==> config.mk <==
export PLATFORM = sky130hd
export DESIGN_NAME = json_string_unescape_top_flat
export DESIGN_NICKNAME = d
export VERILOG_FILES = /design/src/jsu_pkg.sv /design/src/jsu_if.sv /design/src/jsu_decode.sv /design/src/json_string_unescape_top.sv /design/src/flat_wrapper.sv
export SDC_FILE = /design/constraint.sdc
export NUM_CORES = 1
export LEC_CHECK = 0
export BUFFER_PORTS_ARGS = -buffer_cell sky130_fd_sc_hd__buf_2
export CORE_MARGIN = 3
export CORE_UTILIZATION = 45
export DETAILED_ROUTE_END_ITERATION = 10
export HOLD_SLACK_MARGIN = 0.02
export MAX_ROUTING_LAYER = met4
export PLACE_DENSITY_LB_ADDON = 0.08
export SLEW_MARGIN = 20
export SYNTH_ARGS = -nofsm -noshare
export SYNTH_HDL_FRONTEND = slang
export SYNTH_SLANG_ARGS = --single-unit
export TNS_END_PERCENT = 20
==> constraint.sdc <==
create_clock -name clk_i -period 3.9 [get_ports clk_i]
set_input_delay 0.39 -clock clk_i [delete_from_list [all_inputs] [get_ports clk_i]]
set_output_delay 0.39 -clock clk_i [all_outputs]
set_load 0.02 [all_outputs]
==> src/jsu_pkg.sv <==
// Shared types, codes and character helpers for the JSON string unescaper.
package jsu_pkg;

  typedef enum logic [1:0] {
    MODE_NORMAL = 2'd0,
    MODE_ESCAPE = 2'd1,
    MODE_HEX    = 2'd2
  } mode_e;

  typedef enum logic [2:0] {
    ST_CHAR     = 3'd0,
    ST_CLOSED   = 3'd1,
    ST_BADESC   = 3'd2,
    ST_BADHEX   = 3'd3,
    ST_UNCLOSED = 3'd4
  } status_e;

  localparam logic [15:0] CharU         = 16'h0075;
  localparam logic [15:0] CharBackslash = 16'h005C;
  localparam logic [15:0] CharQuote     = 16'h0022;
  localparam logic [15:0] CharSlash     = 16'h002F;
  localparam logic [15:0] CharB         = 16'h0062;
  localparam logic [15:0] CharF         = 16'h0066;
  localparam logic [15:0] CharN         = 16'h006E;
  localparam logic [15:0] CharR         = 16'h0072;
  localparam logic [15:0] CharT         = 16'h0074;
  localparam logic [1:0]  HexLastDigit  = 2'd3;

  typedef struct packed {
    logic [15:0] code_unit;
    logic        text_ended;
  } in_item_t;

  typedef struct packed {
    logic        valid;
    status_e     status;
    logic [15:0] decoded_char;
  } result_t;

  typedef struct packed {
    logic       ok;
    logic [3:0] value;
  } hex_t;

  function automatic hex_t hex_value(logic [15:0] c);
    hex_t h;
    h.ok    = 1'b1;
    h.value = 4'd0;
    if (c >= 16'h0030 && c <= 16'h0039) begin
      h.value = 4'(c - 16'h0030);
    end else if (c >= 16'h0061 && c <= 16'h0066) begin
      h.value = 4'(c - 16'h0057);
    end else if (c >= 16'h0041 && c <= 16'h0046) begin
      h.value = 4'(c - 16'h0037);
    end else begin
      h.ok = 1'b0;
    end
    return h;
  endfunction

  function automatic logic [15:0] escape_char(logic [15:0] c);
    logic [15:0] r;
    case (c)
      CharB:         r = 16'h0008;
      CharR:         r = 16'h000D;
      CharN:         r = 16'h000A;
      CharSlash:     r = CharSlash;
      CharQuote:     r = CharQuote;
      CharF:         r = 16'h000C;
      CharBackslash: r = CharBackslash;
      CharT:         r = 16'h0009;
      default:       r = 16'h0000;
    endcase
    return r;
  endfunction

endpackage

==> src/jsu_if.sv <==
// Valid/ready channel interfaces for input code units and decoded results.
interface jsu_in_if;
  logic        valid;
  logic        ready;
  logic [15:0] code_unit;
  logic        text_ended;

  modport source (output valid, output code_unit, output text_ended, input ready);
  modport sink   (input valid, input code_unit, input text_ended, output ready);
endinterface

interface jsu_out_if;
  logic        valid;
  logic        ready;
  logic [2:0]  status;
  logic [15:0] decoded_char;

  modport source (output valid, output status, output decoded_char, input ready);
  modport sink   (input valid, input status, input decoded_char, output ready);
endinterface

==> src/jsu_decode.sv <==
// Escape decoder: scan state registers and the per-item decode logic.
module jsu_decode (
  input  logic              clk_i,
  input  logic              rst_ni,
  input  logic              step_i,
  input  jsu_pkg::in_item_t item_i,
  output jsu_pkg::result_t  result_o
);

  jsu_pkg::mode_e mode_q, mode_d;
  logic [1:0]     cnt_q, cnt_d;
  logic [11:0]    acc_q, acc_d;

  always_ff @(posedge clk_i or negedge rst_ni) begin
    if (!rst_ni) begin
      mode_q <= jsu_pkg::MODE_NORMAL;
      cnt_q  <= 2'd0;
      acc_q  <= 12'd0;
    end else if (step_i) begin
      mode_q <= mode_d;
      cnt_q  <= cnt_d;
      acc_q  <= acc_d;
    end
  end

  always_comb begin
    logic [15:0]    c;
    logic [15:0]    esc;
    jsu_pkg::hex_t  hex;
    c   = item_i.code_unit;
    esc = jsu_pkg::escape_char(c);
    hex = jsu_pkg::hex_value(c);
    mode_d   = jsu_pkg::MODE_NORMAL;
    cnt_d    = 2'd0;
    acc_d    = 12'd0;
    result_o = '{valid: 1'b0, status: jsu_pkg::ST_CHAR, decoded_char: 16'd0};
    if (item_i.text_ended) begin
      result_o.valid  = 1'b1;
      result_o.status = jsu_pkg::ST_UNCLOSED;
    end else begin
      case (mode_q)
        jsu_pkg::MODE_ESCAPE: begin
          if (c == jsu_pkg::CharU) begin
            mode_d = jsu_pkg::MODE_HEX;
          end else if (esc == 16'd0) begin
            result_o.valid  = 1'b1;
            result_o.status = jsu_pkg::ST_BADESC;
          end else begin
            result_o.valid        = 1'b1;
            result_o.decoded_char = esc;
          end
        end
        jsu_pkg::MODE_HEX: begin
          if (!hex.ok) begin
            result_o.valid  = 1'b1;
            result_o.status = jsu_pkg::ST_BADHEX;
          end else if (cnt_q != jsu_pkg::HexLastDigit) begin
            mode_d = jsu_pkg::MODE_HEX;
            cnt_d  = cnt_q + 2'd1;
            acc_d  = {acc_q[7:0], hex.value};
          end else begin
            result_o.valid        = 1'b1;
            result_o.decoded_char = {acc_q, hex.value};
          end
        end
        default: begin
          if (c == jsu_pkg::CharBackslash) begin
            mode_d = jsu_pkg::MODE_ESCAPE;
          end else if (c == jsu_pkg::CharQuote) begin
            result_o.valid  = 1'b1;
            result_o.status = jsu_pkg::ST_CLOSED;
          end else begin
            result_o.valid        = 1'b1;
            result_o.decoded_char = c;
          end
        end
      endcase
    end
  end

endmodule

==> src/json_string_unescape_top.sv <==
// Top level of the JSON string unescaper: input register, decoder, result register.
// Path: an accepted item waits in the input register, is decoded, and its result is held in the result register.
// Throughput: one code unit per cycle while the result register is empty or out_o.ready is high.
// Items that finish no character (backslash, u, first three hex digits) give no result.
// Reset: rst_ni low clears both registers' valid flags and returns scanning to normal mode.
module json_string_unescape_top (
  input  logic      clk_i,
  input  logic      rst_ni,
  jsu_in_if.sink    in_i,
  jsu_out_if.source out_o
);

  logic              in_valid_q;
  jsu_pkg::in_item_t in_item_q;
  logic              out_valid_q;
  jsu_pkg::status_e  out_status_q;
  logic [15:0]       out_char_q;
  logic              out_free;
  logic              step;
  jsu_pkg::result_t  result;

  assign out_free   = !out_valid_q || out_o.ready;
  assign step       = in_valid_q && out_free;
  assign in_i.ready = !in_valid_q || out_free;

  always_ff @(posedge clk_i or negedge rst_ni) begin
    if (!rst_ni) begin
      in_valid_q <= 1'b0;
    end else if (in_i.ready) begin
      in_valid_q <= in_i.valid;
    end
  end

  always_ff @(posedge clk_i) begin
    if (in_i.ready && in_i.valid) begin
      in_item_q <= '{code_unit: in_i.code_unit, text_ended: in_i.text_ended};
    end
  end

  jsu_decode u_decode (
    .clk_i    (clk_i),
    .rst_ni   (rst_ni),
    .step_i   (step),
    .item_i   (in_item_q),
    .result_o (result)
  );

  always_ff @(posedge clk_i or negedge rst_ni) begin
    if (!rst_ni) begin
      out_valid_q <= 1'b0;
    end else if (out_free) begin
      out_valid_q <= step && result.valid;
    end
  end

  always_ff @(posedge clk_i) begin
    if (step && result.valid) begin
      out_status_q <= result.status;
      out_char_q   <= result.decoded_char;
    end
  end

  assign out_o.valid        = out_valid_q;
  assign out_o.status       = out_status_q;
  assign out_o.decoded_char = out_char_q;

endmodule
==> src/flat_wrapper.sv <==
// flat-port wrapper written by rule: the top's interface ports become plain ports
module json_string_unescape_top_flat 
  (clk_i, rst_ni, in_i_valid, in_i_code_unit, in_i_text_ended, in_i_ready, out_o_valid, out_o_status, out_o_decoded_char, out_o_ready);
  jsu_in_if in_i_i ();
  jsu_out_if out_o_i ();
  input  logic clk_i;
  input  logic rst_ni;
  input wire logic [$bits(in_i_i.valid)-1:0] in_i_valid;
  input wire logic [$bits(in_i_i.code_unit)-1:0] in_i_code_unit;
  input wire logic [$bits(in_i_i.text_ended)-1:0] in_i_text_ended;
  output wire logic [$bits(in_i_i.ready)-1:0] in_i_ready;
  output wire logic [$bits(out_o_i.valid)-1:0] out_o_valid;
  output wire logic [$bits(out_o_i.status)-1:0] out_o_status;
  output wire logic [$bits(out_o_i.decoded_char)-1:0] out_o_decoded_char;
  input wire logic [$bits(out_o_i.ready)-1:0] out_o_ready;
  assign in_i_i.valid = in_i_valid;
  assign in_i_i.code_unit = in_i_code_unit;
  assign in_i_i.text_ended = in_i_text_ended;
  assign in_i_ready = in_i_i.ready;
  assign out_o_valid = out_o_i.valid;
  assign out_o_status = out_o_i.status;
  assign out_o_decoded_char = out_o_i.decoded_char;
  assign out_o_i.ready = out_o_ready;
  json_string_unescape_top u_core (.clk_i(clk_i), .rst_ni(rst_ni), .in_i(in_i_i), .out_o(out_o_i));
endmodule
==> summary.md, run 1 <==
| Metric | Value |
|---|---|
| Area share of the largest cell type after synthesis | about two fifths |
| Synthesized flop and latch total | between 50 and 60 |
| Hold slack | 0.254 ns |
| Setup violators final | 0 |
| TritonRoute pass-1 iters | 4 |
| CP Capture Type | flip-flop |
| CP max FO | 19 |
| Vias | roughly 2000 |
| Placer congestion estimate | a little over 0.9 |
| Achievable Freq | about 350 MHz |
| Main combinational cell family by area after synthesis | compound AO/OA/AOI/OAI gates |
| Worst-margin pin slew | 0.745 ns |
| Clock Path Buffers | 2 |
| Levels on crit path | 6 |
| R2R depth | 6 |
| Antenna violations before repair | 0 |
| Number of global-route vias before repair | 1979 |
| Overflow after GRT | 0 |
| Outcome | finished, final reports clean |
| Layout cell share with drive strength beyond 1 | 24.9% |
| Hold crit path type | in -> reg |
| Hold violation count in the final report | 0 |
| Die ar. | about 7000 µm² |
| Die H | between 80 and 90 µm |
| VDD IR max | ~0.26 mV |
| Family with the most delay on the worst path | simple AND/OR/NAND/NOR gates |
| Critical Path RT | 3.95 ns |
| Final net count | 292 |
| CTS sink cnt | 54 |
| Synth unique cells | between 50 and 60 |
| Synth Area in Adders | 3.19% |
| Post-DP HPWL | approximately 4500 µm |
| Avg Cell Area, Syn | roughly 12 µm² |
| Pin count of the biggest net entering global routing | 23 |
| Leak | ~1.2 nW |
| Post-Syn Area | around 2700 µm² |
| Final Worst Setup Slack | roughly 1 ns |
| Critical-path cell list | or4_4 -> nor2_1 -> a31oi_2 -> o21ai_0 -> nor2_1 -> buf_4 |
| PortBufs | just over 40 |
| Max-cap violations | 0 |
| Sequential element share of the synthesized area | about 56% |
| Number of buffers created by CTS | 5 |
| Startpoint Class | flip-flop |
| Post-synth EDFFs | 36 |
| Synth Area in Compound Gates | approximately 20% |
| Slowest CP cell | nor2_1 |
| DR DRC count | 0 |
| Clock Latency Late Sink | just over 0.3 ns |
| Worst hold stages | 1 |
| DIE WIDTH | roughly 84 µm |
| IO Count | 42 |
| Synth-to-Final Area Change | 12.9% |
| Period utilization | between 70% and 80% |
| Post-CTS Resized | 0 |
| Largest cells by area after synthesis | edfxtp_1 (39%), dfrtp_1 (16%), a22o_1 (5.1%) |
| Worst Clk Skew | between 0.009 and 0.01 ns |
| Cells after Synth | between 200 and 250 |
| Mux cell area share after synthesis | 0.728% |
| Routed Wire Length | around 6000 µm |
| Top cell by count, worst path | nor2_1 |
| Warning count from the yosys run | 0 |
| Total global-route track usage | approximately 19% |
| Buf/Inv on CP | 1 |
| Initial Utilization | approximately half |
| Std cell rows | 27 |
| Core area | roughly 5700 µm² |
| Post-Synth Simple-Gate Area | between 10% and 20% |
| Syn nets | between 200 and 300 |
| CTS tree | done |
| Setup CP Type | reg -> reg |
| # hold bufs at CTS | 1 |
| Critical Path AT | between 2 and 3 ns |
| Post-route minimum period | 2.88 ns |
| Detailed-route wire length per cell | approximately 18 µm |
| Clk slew on worst S/H paths | around 0.090 ns |
| Via density | 5.99 |
| Post-Layout Cell Count | approximately 340 |
| Pre-CTS setup slack | between 1 and 1.5 ns |
| XOR/XNOR Fraction of Synth Area | 0.319% |
| H-tree levels | 2 |
| CP peak stage delay | between 0.6 and 0.7 ns |
| Async SR Flop Fraction | 33.3% |
| Violation count after the first detailed-route iteration | 190 |
| First-pass GRT wire length | 10200 µm |
| Count of pins over their slew limit | 0 |
| Root Buffer | clkbuf_8 |
| DP Cell Count | 328 |
| RSZ-0062 raised after global routing | no |
| P per Cell Area | between 300 and 400 nW/µm² |
| Slew margin rel. | around 50% |
| Post-CTS Setup Inserts | 0 |
| Antenna diodes | 0 |
| Top_reg_cell synth | edfxtp_1 |
| Cell taking the most area after synthesis | edfxtp_1 |
| Post-Route Setup TNS | 0 ns |
| Post-DRT Antenna Nets | 0 |
==> power breakdown <==
| group | total [W] | switching [W] | internal [W] |
|---|---|---|---|
| clock network | 0.000332 | 0.000186 | 0.000147 |
| registers | 0.000686 | 0.0000240 | 0.000662 |
| logic | 0.000179 | 0.000117 | 0.0000622 |
| total | 0.00120 | 0.000327 | 0.000871 |
==> metal layers <==
| metal | up-vias | GRT usage [%] | wire length, µm |
|---|---|---|---|
| li1 | 959 | - | - |
| met1 | 971 | 27.4 | 2830 |
| met2 | 85 | 27.0 | 2700 |
| met3 | 4 | 3.53 | 413 |
| met4 | 0 | 3.80 | 48 |
| met5 | - | - | 0 |
==> cells by family after synthesis <==
logic type | count (synthesis)
and+or+nand+nor | 74
AOI/OAI and AO/OA | 63
buffers and inverters | 24
xor gates and xnor gates | 1
DFF | 54
muxes | 2
adders and majority gates | 7
==> path summary, 6_finish.rpt <==
| path | start | to | slack (ns) |
|---|---|---|---|
| worst max-delay path | u_core.in_item_q[9] | u_core.out_o.status[2] | 1.02 |
| min in group asynchronous | rst_ni | u_core.u_decode.acc_q[7] | 0.53 |
| worst max register to register | u_core.in_item_q[9] | u_core.out_o.status[2] | 1.02 |
| worst min-delay path | in_i_code_unit[10] | u_core.in_item_q[11] | 0.25 |
| worst min register to register | u_core.u_decode.cnt_q[0] | u_core.u_decode.cnt_q[0] | 0.51 |
| max in group asynchronous | rst_ni | u_core.u_decode.acc_q[4] | 3.08 |
==> sequential cells by signal, indices dropped and copies added (netlist names) <==
| signal | count |
|---|---|
| u_core.in_item_q | 17 |
| u_core.out_o.decoded_char | 16 |
| u_core.u_decode.acc_q | 12 |
| u_core.out_o.status | 3 |
| u_core.u_decode.cnt_q | 2 |
| u_core.u_decode.mode_q | 2 |
| u_core.in_valid_q | 1 |
| u_core.out_o.valid | 1 |
==> cell usage after synthesis, types with 3 or more instances <==
library cell,n
inv_1,11
nand2_1,14
a21oi_1,3
nand2b_1,3
a32oi_1,4
or4bb_1,3
nand3_1,7
clkbuf_1,7
nor3_1,5
nand4_1,3
o21ai_0,11
nand4b_1,3
nand3b_1,3
nor2b_1,3
ha_1,7
dfrtp_1,18
o31ai_1,4
a22o_1,16
edfxtp_1,36
nor2_1,11
and3_1,4
==> worst reg2reg max path, cell delays in order (launching register included) <==
cell and delay (ns):
edfxtp_1 0.40, or4_4 0.59, nor2_1 0.61, a31oi_2 0.38
o21ai_0 0.34, nor2_1 0.07, buf_4 0.24
==> final cells by class <==
type,count,area (µm²)
fill,496,2610
clock buffer,6,82.6
timing repair buffer,45,238
inverter,11,41.3
tap,72,90.1
clock inverter,2,16.3
sequential,54,1530
multi-input combinational,147,1100
==> cell usage in the layout (no fill, tap or decap), drive strengths merged, types with 4 or more instances in the layout <==
| cell | count |
|---|---|
| ha | 7 |
| nand3 | 7 |
| o31ai | 4 |
| edfxtp | 36 |
| o21ai | 11 |
| clkbuf | 6 |
| a32oi | 4 |
| and3 | 4 |
| nor3 | 5 |
| dfrtp | 18 |
| a22o | 17 |
| nor2 | 13 |
| nand2 | 14 |
| buf | 44 |
| inv | 12 |
==> stage by stage <==
step,utilization [%],total power [W],instance area [µm²]
2_1_floorplan,-,0.000815,2750
3_3_place_gp,52.5,0.000878,3000
3_5_place_dp,52.5,0.000878,3000
4_1_cts,54.4,0.00120,3100
5_1_grt,54.4,0.00125,3100
6_report,54.4,0.00120,3100
Power figures use the tool's default switching activity.
==> inputs of run 2 (changes only) <==
==> constraint.sdc (replaced) <==
create_clock -name clk_i -period 2.8 [get_ports clk_i]
set_input_delay 0.28 -clock clk_i [delete_from_list [all_inputs] [get_ports clk_i]]
set_output_delay 0.28 -clock clk_i [all_outputs]
set_load 0.02 [all_outputs]
==> summary.md, run 2 (synthesis results as in run 1) <==
| Metric | Value |
|---|---|
| R2R depth | 5 (was 6) |
| Achievable Freq | 388 MHz (was 347 MHz) |
| Max-cap violations | 0 (unchanged) |
| Final Instance Area | 3270 µm² (was 3100 µm²) |
| DR DRC count | 0 (unchanged) |
| H-tree levels | 2 (unchanged) |
| Slew margin rel. | 53.2% (was 50.1%) |
| Post-route minimum period | 2.58 ns (was 2.88 ns) |
| Violation count after the first detailed-route iteration | 205 (was 190) |
| CTS sink cnt | 54 (unchanged) |
| Hold slack | 0.136 ns (was 0.254 ns) |
| Die H | 84.2 µm (unchanged) |
| Outcome | finished, final reports clean (unchanged) |
| Critical Path AT | 2.61 ns (was 2.93 ns) |
| FF-to-FF setup slack | 0.22 ns (was 1.02 ns) |
| Sw Share | 26.4% (was 27.3%) |
| Post-DRT Antenna Nets | 0 (unchanged) |
| Commonest non-fill, non-tap cell in the layout | buf_2 (unchanged) |
| Pin count of the biggest net entering global routing | 22 (was 23) |
| Total global-route track usage | 18.2% (was 18.6%) |
| Layout cell share with drive strength beyond 1 | 30.1% (was 24.9%) |
| First-pass GRT wire length | 9880 µm (was 10200 µm) |
| Antenna diodes | 0 (unchanged) |
| CP Capture Type | flip-flop (unchanged) |
| Critical Path RT | 2.84 ns (was 3.95 ns) |
| Detailed-route wire length per cell | 17.2 µm (was 17.8 µm) |
| RR Endpoint | u_core.out_o.decoded_char[1] (was u_core.out_o.status[2]) |
| Setup violators final | 0 (unchanged) |
| Worst r2r src | u_core.in_item_q[8] (was u_core.in_item_q[9]) |
| Routed Wire Length | 6090 µm (was 6000 µm) |
| CP max FO | 10 (was 19) |
| VDD IR max | 0.365 mV (was 0.256 mV) |
| Hold Path Sink | u_core.in_item_q[11] (unchanged) |
| Startpoint Class | flip-flop (unchanged) |
| DIE WIDTH | 84.2 µm (unchanged) |
| Die ar. | 7080 µm² (unchanged) |
| Pint | 0.00130 W (was 0.000871 W) |
| Final Worst Setup Slack | 0.224 ns (was 1.02 ns) |
| TritonRoute pass-1 iters | 4 (unchanged) |
| Via density | 5.78 (was 5.99) |
| IO Count | 42 (unchanged) |
| NetSw | 0.000465 W (was 0.000327 W) |
| Clock Latency Late Sink | 0.31 ns (about the same) |
| Antenna violations before repair | 0 (unchanged) |
| Post-Route Setup TNS | 0 ns (unchanged) |
| Largest register FFs | 17 (unchanged) |
| Largest register by flop count | u_core.in_item_q (unchanged) |
| RSZ-0062 raised after global routing | no (unchanged) |
| CTS tree | done (unchanged) |
| Clk slew on worst S/H paths | 0.10 ns (was 0.09 ns) |
| Initial Utilization | 48.1% (unchanged) |
| Hold crit path type | in -> reg (unchanged) |
| Count of pins over their slew limit | 0 (unchanged) |
| Period utilization | 92.0% (was 73.9%) |
| Clock Path Buffers | 2 (unchanged) |
| Dpl cell area | 3130 µm² (was 3000 µm²) |
| Worst hold stages | 1 (unchanged) |
| Leak | 1.30 nW (was 1.21 nW) |
| Core area | 5710 µm² (unchanged) |
| Most frequent cells in the layout | buf_2 (41), edfxtp_1 (36), buf_4 (20) (was buf_2 (41), edfxtp_1 (36), dfrtp_1 (18)) |
| Worst Clk Skew | 0.00671 ns (was 0.00989 ns) |
| Worst-margin pin slew | 0.702 ns (was 0.745 ns) |
| Placer congestion estimate | 0.900 (was 0.914) |
| Std cell rows | 27 (unchanged) |
| HP Start | in_i_code_unit[10] (unchanged) |
| Pre-CTS setup slack | 0.137 ns (was 1.07 ns) |
| Clock Power Share | 30.3% (was 27.7%) |
| Number of global-route vias before repair | 1933 (was 1979) |
| Post-DP HPWL | 4570 µm (was 4510 µm) |
| P per Cell Area | 540 nW/µm² (was 386 nW/µm²) |
| PortBufs | 41 (unchanged) |
| Final net count | 309 (was 292) |
| Root Buffer | clkbuf_8 (unchanged) |
| Hold violation count in the final report | 0 (unchanged) |
| Vias | 2046 (was 2019) |
| Setup CP Type | reg -> reg (unchanged) |
| Overflow after GRT | 0 (unchanged) |
| Sequential share of power | 53.8% (was 57.3%) |
| Number of buffers created by CTS | 5 (unchanged) |
| Synth-to-Final Area Change | 18.8% (was 12.9%) |
| Comb pwr share | 15.9% (was 15.0%) |
==> run 2: worst max-delay path by stage <==
| stage | start | to | slack [ns] | cells after the start |
|---|---|---|---|---|
| after floorplan | u_core.in_item_q[1] | u_core.out_o.decoded_char[0] | 0.06 | 7 |
| after global placement | u_core.in_item_q[9] | u_core.out_o.decoded_char[5] | 0.26 | 5 |
| after detailed placement | u_core.in_item_q[1] | u_core.out_o.decoded_char[0] | 0.14 | 7 |
| after CTS | u_core.in_item_q[8] | u_core.out_o.decoded_char[0] | 0.10 | 5 |
| after global routing | u_core.in_item_q[8] | u_core.out_o.status[1] | 0.04 | 5 |
| final | u_core.in_item_q[8] | u_core.out_o.decoded_char[1] | 0.22 | 5 |
==> run 2: worst max-delay path, cell delays in order (launching register included) <==
cell and delay [ns]:
edfxtp_1 0.54, or4bb_1 0.60, a2111oi_4 0.40, buf_4 0.21, mux2i_1 0.36, o221ai_1 0.20
==> run 2: area by class of cell <==
class                   count  area, µm²
clock buffers               5       68.8
clock inverters             3       48.8
fillers                   486       2440
inverters                  11       41.3
multi-input cells         147       1120
flip-flops and latches     54       1530
well taps                  72       90.1
repair buffers             62        365
==> run 2: timing repair <==
| action | CTS | global route |
|---|---|---|
| endpoints found under the setup margin | 0 | 19 |
| hold buffers | 1 | 0 |
| setup buffers | 0 | 0 |
| endpoints found under the hold margin | 18 | 0 |
| resized for setup | 0 | 2 |
==> run 2: per-layer routing <==
layer	vias to the layer above	share of wire (%)	wire (µm)	track usage, %
met5	-	0	0	-
met4	0	1.4	84	5.70
met3	8	8.7	528	3.73
met2	94	42	2560	24.1
met1	958	48	2920	27.8
li1	986	-	-	-
==> run 2: power groups by stage <==
stage / Combinational [W] / Sequential (W) / Clock (W)
5_1_grt: 0.000305 / 0.000956 / 0.000586
3_5_place_dp: 0.000278 / 0.000968 / 0
2_1_floorplan: 0.000132 / 0.00100 / 0
6_report: 0.000280 / 0.000949 / 0.000534
3_3_place_gp: 0.000278 / 0.000966 / 0
4_1_cts: 0.000279 / 0.000950 / 0.000549
==> run 2: through the flow <==
| step | total power (W) | instances | utilization, % |
|---|---|---|---|
| floorplan | 0.00114 | 225 | - |
| global placement | 0.00124 | 345 | 54.7 |
| detailed placement | 0.00125 | 345 | 54.7 |
| CTS | 0.00178 | 354 | 57.0 |
| global route | 0.00185 | 354 | 57.2 |
| finish | 0.00176 | 354 | 57.2 |
==> inputs of run 3 (changes only) <==
--- a/config.mk
+++ b/config.mk
@@ -10,7 +10,6 @@
 export CORE_UTILIZATION = 45
 export DETAILED_ROUTE_END_ITERATION = 10
 export HOLD_SLACK_MARGIN = 0.02
-export MAX_ROUTING_LAYER = met4
 export PLACE_DENSITY_LB_ADDON = 0.08
 export SLEW_MARGIN = 20
 export SYNTH_ARGS = -nofsm -noshare
==> constraint.sdc (replaced) <==
create_clock -name clk_i -period 3.3 [get_ports clk_i]
set_input_delay 0.33 -clock clk_i [delete_from_list [all_inputs] [get_ports clk_i]]
set_output_delay 0.33 -clock clk_i [all_outputs]
set_load 0.02 [all_outputs]
==> summary.md, run 3 (synthesis results as in run 1) <==
| Metric | Value |
|---|---|
| P per Cell Area | 471 nW/µm² (was 540 nW/µm²) |
| DP Cell Count | 332 (was 345) |
| Hold crit path type | in -> reg (unchanged) |
| Layout cell share with drive strength beyond 1 | 26.0% (was 30.1%) |
| Met3 Track Usage GR | 3.83% (was 3.73%) |
| VDD IR max | 0.223 mV (was 0.365 mV) |
| Hold slack | 0.186 ns (was 0.136 ns) |
| Placer congestion estimate | 0.915 (was 0.900) |
| Vias | 2020 (was 2046) |
| CTS tree | done (unchanged) |
| Clock Latency Late Sink | 0.31 ns (about the same) |
| Die ar. | 7080 µm² (unchanged) |
| Setup violators final | 0 (unchanged) |
| Met2 usage | 22.4% (was 24.1%) |
| Total global-route track usage | 16.7% (was 18.2%) |
| Most frequent cells in the layout | buf_2 (41), edfxtp_1 (36), dfrtp_1 (18) (was buf_2 (41), edfxtp_1 (36), buf_4 (20)) |
| Final net count | 296 (was 309) |
| Critical Path AT | 2.74 ns (was 2.61 ns) |
| Std cell rows | 27 (unchanged) |
| Worst-margin pin slew | 0.708 ns (was 0.702 ns) |
| FF-to-FF setup slack | 0.58 ns (was 0.22 ns) |
| TritonRoute pass-1 iters | 4 (unchanged) |
| H-tree levels | 2 (unchanged) |
| IO Count | 42 (unchanged) |
| Final core utilization | 55.2% (was 57.2%) |
| # hold bufs at CTS | 1 (unchanged) |
| Post-DRT Antenna Nets | 0 (unchanged) |
| CP Capture Type | flip-flop (unchanged) |
| RR Endpoint | u_core.out_o.decoded_char[0] (was u_core.out_o.decoded_char[1]) |
| DIE WIDTH | 84.2 µm (unchanged) |
| Post-Layout Cell Count | 341 (was 354) |
| Overflow after GRT | 0 (unchanged) |
| Initial Utilization | 48.1% (unchanged) |
| Post-route minimum period | 2.72 ns (was 2.58 ns) |
| PortBufs | 41 (unchanged) |
| Period utilization | 82.5% (was 92.0%) |
| Post-CTS Resized | 0 (unchanged) |
| DR DRC count | 0 (unchanged) |
| Via density | 5.92 (was 5.78) |
| Worst Clk Skew | 0.00694 ns (was 0.00671 ns) |
| Die H | 84.2 µm (unchanged) |
| Worst setup path startpoint | u_core.in_item_q[1] (was u_core.in_item_q[8]) |
| Achievable Freq | 367 MHz (was 388 MHz) |
| Worst r2r src | u_core.in_item_q[1] (was u_core.in_item_q[8]) |
| Number of buffers created by CTS | 5 (unchanged) |
| Root Buffer | clkbuf_8 (unchanged) |
| Post-Route Setup TNS | 0 ns (unchanged) |
| First-pass GRT wire length | 9320 µm (was 9880 µm) |
| Violation count after the first detailed-route iteration | 197 (was 205) |
| Largest register FFs | 17 (unchanged) |
| Antenna diodes | 0 (unchanged) |
| Synth-to-Final Area Change | 14.7% (was 18.8%) |
| Antenna violations before repair | 0 (unchanged) |
| Met1 usage | 26.4% (was 27.8%) |
| Detailed-route wire length per cell | 16.9 µm (was 17.2 µm) |
| Count of pins over their slew limit | 0 (unchanged) |
| Outcome | finished, final reports clean (unchanged) |
| Critical Path RT | 3.31 ns (was 2.84 ns) |
| Post-CTS Setup Inserts | 0 (unchanged) |
| Largest register by flop count | u_core.in_item_q (unchanged) |
| Number of global-route vias before repair | 1777 (was 1933) |
| Critical Path End | u_core.out_o.decoded_char[0] (was u_core.out_o.decoded_char[1]) |
| Hold violation count in the final report | 0 (unchanged) |
| R2R depth | 8 (was 5) |
| Post-DP HPWL | 4290 µm (was 4570 µm) |
| RSZ-0062 raised after global routing | no (unchanged) |
| Total power | 0.00148 W (was 0.00176 W) |
| Core area | 5710 µm² (unchanged) |
| Clk slew on worst S/H paths | 0.10 ns (about the same) |
| Startpoint Class | flip-flop (unchanged) |
| Slew margin rel. | 52.2% (was 53.2%) |
| Max-cap violations | 0 (unchanged) |
| Commonest non-fill, non-tap cell in the layout | buf_2 (unchanged) |
| Setup CP Type | reg -> reg (unchanged) |
| Routed Wire Length | 5760 µm (was 6090 µm) |
| Clock Path Buffers | 2 (unchanged) |
| Busiest grt layer | met1 (unchanged) |
| Leak | 1.24 nW (was 1.30 nW) |
| CP max FO | 19 (was 10) |
| CTS sink cnt | 54 (unchanged) |
| Pin count of the biggest net entering global routing | 23 (was 22) |
==> run 3: power breakdown <==
| group | total, W | switching, W | internal (W) | leakage [nW] |
|---|---|---|---|---|
| clock | 0.000461 | 0.000229 | 0.000232 | 0.0591 |
| combinational | 0.000215 | 0.000139 | 0.0000763 | 0.586 |
| sequential | 0.000808 | 0.0000259 | 0.000782 | 0.596 |
==> run 3: per-layer routing <==
layer  routed length, µm  part of all wire (%)
met1                2810                    49
met2                2360                    41
met3                 468                   8.1
met4                 121                   2.1
met5                   0                     0
==> run 3: worst max-delay path, cell delays in order, from the launching register on <==
cell,delay [ns]
edfxtp_1,0.45
inv_1,0.14
ha_1,0.26
o21bai_1,0.37
a2111oi_4,0.18
a31oi_2,0.42
o21ai_0,0.22
nor2_1,0.12
buf_4,0.26
==> run 3: worst min path at each step <==
stage	start	endpoint	slack [ns]	cells after the start
5_1_grt	in_i_code_unit[12]	u_core.in_item_q[13]	0.17	1
3_3_place_gp	rst_ni	u_core.out_o.valid	0.29	1
6_report	in_i_code_unit[9]	u_core.in_item_q[10]	0.19	1
4_1_cts	in_i_code_unit[12]	u_core.in_item_q[13]	0.18	1
3_5_place_dp	rst_ni	u_core.out_o.valid	0.29	1
2_1_floorplan	rst_ni	u_core.in_valid_q	0.03	0
==> run 3: area by class of cell <==
cell class | count | area (µm²)
timing repair buffer | 49 | 268
fill | 477 | 2560
sequential | 54 | 1530
tap | 72 | 90.1
clock inverter | 3 | 47.5
clock buffer | 5 | 68.8
multi-input combinational | 147 | 1100
inverter | 11 | 41.3
==> run 3: stage by stage <==
step	worst slack, ns	instance area [µm²]
after CTS	0.560	3150
final	0.577	3150
after detailed placement	0.557	3030
after global placement	0.665	3030
after global routing	0.340	3150
after floorplan	0.273	2750
